[src/rtl/clint_pkg.sv]
// ----------------------------------------------------------------------------
// Core-local interruptor package
// Shared constants, request and response types and the decoded access record.
// ----------------------------------------------------------------------------
package clint_pkg;

   localparam int NUM_HARTS = 8;
   localparam int HART_W    = (NUM_HARTS > 1) ? $clog2(NUM_HARTS) : 1;
   localparam int IDX_W     = 12;
   localparam int IRQ_W     = 8;
   localparam int DATA_W    = 64;
   localparam int OFF_W     = 16;

   localparam logic [IDX_W-1:0] HART_LIMIT = IDX_W'(NUM_HARTS);
   localparam logic [OFF_W-1:0] TIME_ADDR  = 16'hbff8;
   localparam logic [12:0]      CMP_BASE_DW = 13'h0800;
   localparam logic [DATA_W-1:0] CMP_NONE = {DATA_W{1'b1}};

   typedef enum logic [1:0] {
      OP_TICK  = 2'd0,
      OP_READ  = 2'd1,
      OP_WRITE = 2'd2,
      OP_SWAP  = 2'd3
   } op_type;

   typedef struct packed {
      op_type             op;
      logic [OFF_W-1:0]   offset;
      logic               wide;
      logic [DATA_W-1:0]  wdata;
   } req_type;

   typedef struct packed {
      logic [DATA_W-1:0]  rdata;
      logic               bad_access;
      logic [IRQ_W-1:0]   soft_irq;
      logic [IRQ_W-1:0]   timer_irq;
   } rsp_type;

   typedef struct packed {
      logic              tick;
      logic              soft_sel;
      logic              cmp_sel;
      logic              time_rd;
      logic              bad;
      logic              rd;
      logic              wr;
      logic [HART_W-1:0] hart;
   } access_type;

endpackage

[src/rtl/clint_decode.sv]
// ----------------------------------------------------------------------------
// Core-local interruptor address decoder
// Classifies a request by region, checks size, alignment and hart range.
// ----------------------------------------------------------------------------
module clint_decode (
   input  clint_pkg::req_type    req,
   output clint_pkg::access_type access
);

   logic [clint_pkg::IDX_W-1:0] soft_idx;
   logic [12:0]                 cmp_idx;
   logic                        soft_ok;
   logic                        cmp_ok;

   assign soft_idx = req.offset[13:2];
   assign cmp_idx  = req.offset[15:3] - clint_pkg::CMP_BASE_DW;
   assign soft_ok  = !req.wide && (req.offset[1:0] == 2'b00)
                     && (soft_idx < clint_pkg::HART_LIMIT);
   assign cmp_ok   = req.wide && (req.offset[2:0] == 3'b000)
                     && (cmp_idx[clint_pkg::IDX_W-1:0] < clint_pkg::HART_LIMIT);

   always_comb begin
      access          = '0;
      access.rd       = (req.op == clint_pkg::OP_READ) || (req.op == clint_pkg::OP_SWAP);
      access.wr       = (req.op == clint_pkg::OP_WRITE) || (req.op == clint_pkg::OP_SWAP);
      if (req.op == clint_pkg::OP_TICK) begin
         access.tick = 1'b1;
         access.rd   = 1'b0;
      end else if (req.offset[15:14] == 2'b00) begin
         access.hart     = soft_idx[clint_pkg::HART_W-1:0];
         access.soft_sel = soft_ok;
         access.bad      = !soft_ok;
      end else if (req.offset < clint_pkg::TIME_ADDR) begin
         access.hart    = cmp_idx[clint_pkg::HART_W-1:0];
         access.cmp_sel = cmp_ok;
         access.bad     = !cmp_ok;
      end else if ((req.offset == clint_pkg::TIME_ADDR) && req.wide
                   && (req.op == clint_pkg::OP_READ)) begin
         access.time_rd = 1'b1;
      end else begin
         access.bad = 1'b1;
      end
   end

endmodule

[src/rtl/clint_state.sv]
// ----------------------------------------------------------------------------
// Core-local interruptor state
// Software-interrupt bits, timer compare values, the time counter and the
// per-hart interrupt lines derived from them.
// ----------------------------------------------------------------------------
module clint_state (
   input  logic                              clock,
   input  logic                              reset,
   input  logic                              valid,
   input  clint_pkg::access_type             access,
   input  logic [clint_pkg::DATA_W-1:0]      wdata,
   output logic [clint_pkg::DATA_W-1:0]      rdata,
   output logic [clint_pkg::IRQ_W-1:0]       soft_irq,
   output logic [clint_pkg::IRQ_W-1:0]       timer_irq
);

   logic [clint_pkg::NUM_HARTS-1:0] soft_ff;
   logic [clint_pkg::NUM_HARTS-1:0] soft_in;
   logic [clint_pkg::DATA_W-1:0]    compare_ff [clint_pkg::NUM_HARTS];
   logic [clint_pkg::DATA_W-1:0]    time_ff;
   logic [clint_pkg::DATA_W-1:0]    time_in;
   logic                            soft_we;
   logic                            cmp_we;

   assign soft_we = valid && access.soft_sel && access.wr;
   assign cmp_we  = valid && access.cmp_sel && access.wr;

   always_comb begin
      soft_in = soft_ff;
      if (soft_we) begin
         soft_in[access.hart] = wdata[0];
      end
      time_in = time_ff;
      if (valid && access.tick) begin
         time_in = time_ff + 64'd1;
      end
   end

   always_comb begin
      rdata = '0;
      if (access.rd) begin
         if (access.soft_sel) begin
            rdata = {{(clint_pkg::DATA_W-1){1'b0}}, soft_ff[access.hart]};
         end else if (access.cmp_sel) begin
            rdata = compare_ff[access.hart];
         end else if (access.time_rd) begin
            rdata = time_ff;
         end
      end
   end

   always_ff @(posedge clock) begin
      if (reset) begin
         soft_ff <= '0;
         time_ff <= '0;
         for (int h = 0; h < clint_pkg::NUM_HARTS; h++) begin
            compare_ff[h] <= clint_pkg::CMP_NONE;
         end
      end else begin
         soft_ff <= soft_in;
         time_ff <= time_in;
         if (cmp_we) begin
            compare_ff[access.hart] <= wdata;
         end
      end
   end

   for (genvar h = 0; h < clint_pkg::IRQ_W; h++) begin : g_irq
      if (h < clint_pkg::NUM_HARTS) begin : g_on
         assign soft_irq[h]  = soft_ff[h];
         assign timer_irq[h] = (time_ff >= compare_ff[h]);
      end else begin : g_off
         assign soft_irq[h]  = 1'b0;
         assign timer_irq[h] = 1'b0;
      end
   end

   a_tick_advances: assert property (@(posedge clock) disable iff (reset)
      valid && access.tick |=> time_ff == $past(time_ff) + 64'd1)
      else $error("time counter did not advance on a tick");

   a_time_holds: assert property (@(posedge clock) disable iff (reset)
      !(valid && access.tick) |=> $stable(time_ff))
      else $error("time counter moved without a tick");

   a_bad_no_effect: assert property (@(posedge clock) disable iff (reset)
      valid && access.bad |=> $stable(soft_ff) && $stable(time_ff))
      else $error("flagged access changed state");

   a_one_target: assert property (@(posedge clock) disable iff (reset)
      valid |-> $onehot0({access.tick, access.soft_sel, access.cmp_sel,
                          access.time_rd, access.bad}))
      else $error("request decoded to more than one target");

endmodule

[src/rtl/core_local_interruptor.sv]
// ----------------------------------------------------------------------------
// Core-local interruptor
// A request is a time tick or one read, write or swap of a software-interrupt
// bit, a timer compare value or the time counter; every request gives one
// response with read data, an error flag and the per-hart interrupt lines.
// ----------------------------------------------------------------------------
// A request is taken in any cycle in which start is high and busy is low, so
// one request per cycle is sustained. Busy is high during reset and in the
// first cycle after it. The request is registered at acceptance, decoded in
// the next cycle and applied to the state at the end of that cycle. The same
// edge loads the response, which is on rsp with rsp_valid high for exactly
// one cycle. The receiver cannot stall the response, and the interrupt
// lines show the state after the request.
module core_local_interruptor (
   input  logic                 clock,
   input  logic                 reset,
   input  logic                 start,
   output logic                 busy,
   input  clint_pkg::req_type   req,
   output logic                 rsp_valid,
   output clint_pkg::rsp_type   rsp
);

   logic                              busy_ff;
   logic                              req_valid_ff;
   logic                              req_valid_in;
   clint_pkg::req_type                req_ff;
   logic                              rsp_valid_ff;
   logic [clint_pkg::DATA_W-1:0]      rsp_rdata_ff;
   logic                              rsp_bad_ff;
   clint_pkg::access_type             access;
   logic [clint_pkg::DATA_W-1:0]      rdata;
   logic [clint_pkg::IRQ_W-1:0]       soft_irq;
   logic [clint_pkg::IRQ_W-1:0]       timer_irq;

   assign req_valid_in = start && !busy_ff;

   always_ff @(posedge clock) begin
      if (reset) begin
         busy_ff      <= 1'b1;
         req_valid_ff <= 1'b0;
         rsp_valid_ff <= 1'b0;
      end else begin
         busy_ff      <= 1'b0;
         req_valid_ff <= req_valid_in;
         rsp_valid_ff <= req_valid_ff;
      end
   end

   always_ff @(posedge clock) begin
      if (req_valid_in) begin
         req_ff <= req;
      end
      rsp_rdata_ff <= rdata;
      rsp_bad_ff   <= access.bad;
   end

   clint_decode u_decode (
      .req    (req_ff),
      .access (access)
   );

   clint_state u_state (
      .clock     (clock),
      .reset     (reset),
      .valid     (req_valid_ff),
      .access    (access),
      .wdata     (req_ff.wdata),
      .rdata     (rdata),
      .soft_irq  (soft_irq),
      .timer_irq (timer_irq)
   );

   assign busy               = busy_ff;
   assign rsp_valid          = rsp_valid_ff;
   assign rsp.rdata          = rsp_rdata_ff;
   assign rsp.bad_access     = rsp_bad_ff;
   assign rsp.soft_irq       = soft_irq;
   assign rsp.timer_irq      = timer_irq;

endmodule
[config.mk]
export PLATFORM = sky130hd
export DESIGN_NAME = core_local_interruptor
export DESIGN_NICKNAME = d
export VERILOG_FILES = /design/src/rtl/clint_pkg.sv /design/src/rtl/clint_decode.sv /design/src/rtl/clint_state.sv /design/src/rtl/core_local_interruptor.sv
export SDC_FILE = /design/constraint.sdc
export NUM_CORES = 2
export LEC_CHECK = 0
export ABC_CLOCK_PERIOD_IN_PS = 6000
export BUFFER_PORTS_ARGS = -buffer_cell sky130_fd_sc_hd__clkbuf_2
export CAP_MARGIN = 10
export CORE_MARGIN = 4
export CORE_UTILIZATION = 57
export DETAILED_ROUTE_END_ITERATION = 6
export PLACE_DENSITY = 0.89
export SLEW_MARGIN = 20
export SYNTH_ARGS = -nofsm -noshare
export SYNTH_HDL_FRONTEND = slang
export SYNTH_HIERARCHICAL = 1
export SYNTH_SLANG_ARGS = --single-unit
[constraint.sdc]
create_clock -name clock -period 6 [get_ports clock]
set_input_delay 0.3 -clock clock [delete_from_list [all_inputs] [get_ports clock]]
set_output_delay 0.3 -clock clock [all_outputs]
set_load 0.01 [all_outputs]
==> results.py <==
metrics = {
    "placement": {
        "io_buffers": 168,
        "place_hpwl_um": 98250,
        "placed_cell_area_um2": 45540,
        "gp_congestion": 1.006,
    },
    "setup_path": {
        "crit_path_start": "u_state/time_ff[17]",
        "critPathCapture": "rsp[7]",
        "r2r_cells": 9,
        "timing.rr.end": "rsp_rdata_ff[58]",
        "path_common_cell": "o21ai_0",
        "cp_slowest_cell": "nor4_1",
        "rr_startpoint": "req_ff[79]",
        "endpoint_kind": "primary output",
        "rrSetupSlack_ps": 1700,
        "cp_cell_sequence": "ha_1 > a21oi_1 > o21ai_0 > a221oi_1 > nor3_1 > nor4_1 > o21ai_0 > clkbuf_2",
        "worstPathArrival_ps": 4590,
        "critical_path.max_fanout": 13,
        "slowest_delay_ps": 1040,
        "cp-start-kind": "flip-flop",
        "required_ps": 5700,
        "criticalPathCategory": "flip-flop to primary output",
    },
    "die": {
        "rows": 101,
        "fp.dieH_um": 284.3,
        "die_area_um2": 80830,
        "die_w_um": 284.3,
        "start_util_pct": 57.39,
        "core_um2": 75820,
        "ios": 169,
    },
    "clock_network": {
        "clk_pin_slew_ps": 60,
        "clock_sinks": 735,
        "clk_latency_ps": 650,
        "cts.path.max_buffers": 3,
        "root_buffer": "clkbuf_16",
        "cts_tree": "done",
        "numCtsBuffers": 81,
        "ctsHtreeMaxLevel": 3,
    },
    "routing": {
        "first_iter_violations": 6003,
        "first_pass_iters": 7,
        "routedWlPerCell_um": 27.63,
        "routed_via_density": 6.849,
        "wirelength_um": 150400,
        "drtAntennaViolNets": 0,
        "route.detailed.drc": 10,
        "vias": 37290,
    },
    "global_routing": {
        "antenna_found_initial": 4,
        "grt_pass1_wl_um": 223900,
        "grt_pass1_vias": 36960,
        "grt-ovfl-total": 0,
        "grt_max_degree": 123,
        "globalRouteTotalUtil_pct": 36.27,
    },
    "run_status": {
        "status": "complete, but fails checks",
        "violations": "design-rule violations",
    },
    "synthesis": {
        "ys_top_cells_by_count": "edfxtp_1, inv_1, ha_1",
        "synth_edf_count": 595,
        "synth_top_cell_by_area": "edfxtp_1",
        "synth.area.top_cells": "edfxtp_1, ha_1, or3_1, dfxtp_1, inv_1",
        "ys_seq_area_share_pct": 47.50,
        "ys_ff_latch": 735,
        "synth_area_um2": 43520,
        "ys_warn_count": 6,
        "synth_nets": 4808,
        "avgSynthCellArea_um2": 10.34,
        "synth_top_area_share_pct": 41.06,
        "async_flop_share_pct": 0,
        "synth_most_common_cell": "edfxtp_1",
        "postSynthCellCount": 4209,
        "ys.flop_type": "edfxtp_1",
        "synth.distinct_cells": 80,
    },
    "sta": {
        "min_period_ps": 4889,
        "worst_pin_slew_ps": 1332,
        "final.setup.tns_ps": 0,
        "slew_headroom_pct": 10.36,
        "hold_viol": 0,
        "slew_viol_final": 0,
        "fin_skew_ps": 34.57,
        "post-route-period-util_pct": 81.49,
        "max_freq_mhz": 204.5,
        "rsz0062_at_grt": "false",
        "setup_viol": 0,
    },
    "finish": {
        "syn_to_final_growth_pct": 13.00,
        "final_util_pct": 64.86,
        "layout-drive-gt1-share_pct": 9.745,
        "final_nets": 4995,
        "fin_area_um2": 49180,
    },
    "pwr": {
        "ir_drop_mv": 0.2332,
        "pwr_density_cell_nw_per_um2": 235.5,
        "leakagePower_nw": 22.33,
    },
    "worst_hold_path": {
        "worstHoldPathType": "input port to flip-flop",
    },
    "flow_run": {
        "maxCapViolations": 0,
    },
}
==> layout by cell type, fill, tap and decap left out, types with 73 or more instances in the layout <==
cell | synthesis | final
a21o_1 | 76 | 76
a21oi_1 | 321 | 321
a22oi_1 | 82 | 82
clkbuf_16 | 0 | 88
clkbuf_2 | 0 | 167
dfxtp_1 | 140 | 140
dlygate4sd3_1 | 0 | 84
edfxtp_1 | 595 | 595
ha_1 | 513 | 513
inv_1 | 520 | 520
nand2_1 | 203 | 201
nand3_1 | 74 | 73
nand4_1 | 107 | 107
nor2_1 | 140 | 137
nor3_1 | 88 | 84
o21ai_0 | 145 | 145
or3_1 | 460 | 460
==> stage by stage <==
stage	total power [W]	cells	hold slack [ps]	worst slack, ps
4_1_cts	0.01155	5442	150.9	1485
2_1_floorplan	0.006066	4209	327.7	317.9
3_3_place_gp	0.006342	5207	477.0	2088
5_1_grt	0.01182	5442	182.2	1389
6_report	0.01158	5445	171.1	1111
3_5_place_dp	0.006359	5207	478.6	1978
==> final cells by class <==
type / instances / area [um^2]
Antenna cell: 3 / 7.507
Clock buffer: 115 / 2384
Clock inverter: 36 / 385.4
Fill cell: 5581 / 26650
Inverter: 520 / 1952
Multi-Input combinational cell: 2731 / 20240
Sequential cell: 735 / 20670
Tap cell: 978 / 1224
Timing Repair Buffer: 327 / 2320
==> timing repair <==
item / in CTS / in global routing
resized for setup: 0 / 0
setup buffers: 0 / 0
endpoints found under the hold margin: 84 / 0
setup endpoints to repair: 0 / 0
hold buffers: 84 / 0
==> critical path: cells and delay by family, from the launching register on <==
kind	cells	cell delay, ps
adders and majority gates	1	350
AOI/OAI and AO/OA	4	1390
DFF	1	660
buffers and inverters	1	230
and+or+nand+nor	2	1320
==> routing by layer <==
layer	part of all wire (%)	routed length [um]	global-route usage [%]
met5	0.11	166	0.2381
met4	9.0	13500	26.74
met3	15	23270	12.50
met2	41	62110	52.45
met1	34	51390	45.04
==> logic make-up after synthesis <==
family	after synthesis	share of synthesized area, %
AO/OA/AOI/OAI	837	12.29
XOR/XNOR	49	0.9862
adder cells (fa/ha/maj)	513	14.75
buffers and inverters	743	6.475
flip-flops	735	47.50
multiplexers	54	1.647
AND/OR/NAND/NOR	1278	16.36
==> sequential cells by signal, summed over array words and instances, names as in the netlist <==
register,count
u_state/compare_ff,512
rsp_rdata_ff,64
busy,1
req_valid_ff,1
rsp_bad_ff,1
req_ff,83
u_state/time_ff,64
u_state/soft_irq,8
rsp_valid,1
==> how the worst min path moves through the flow <==
stage / from / end / slack, ps / cells past startpoint
2_1_floorplan: reset / busy / 330 / 0
3_3_place_gp: req[64] / req_ff[64] / 480 / 1
3_5_place_dp: req[49] / req_ff[49] / 480 / 1
4_1_cts: reset / busy / 150 / 2
5_1_grt: reset / busy / 180 / 2
6_report: reset / busy / 170 / 2
==> power by group <==
part | switching (W) | leakage (nW) | internal, W | total [W]
sequential | 0.0000794 | 5.79 | 0.00557 | 0.00565
clock | 0.00212 | 1.36 | 0.00311 | 0.00523
combinational | 0.000487 | 15.2 | 0.000210 | 0.000697
total | 0.00269 | 22.3 | 0.00889 | 0.0116
Note: power is estimated with default switching activity, not from simulation.
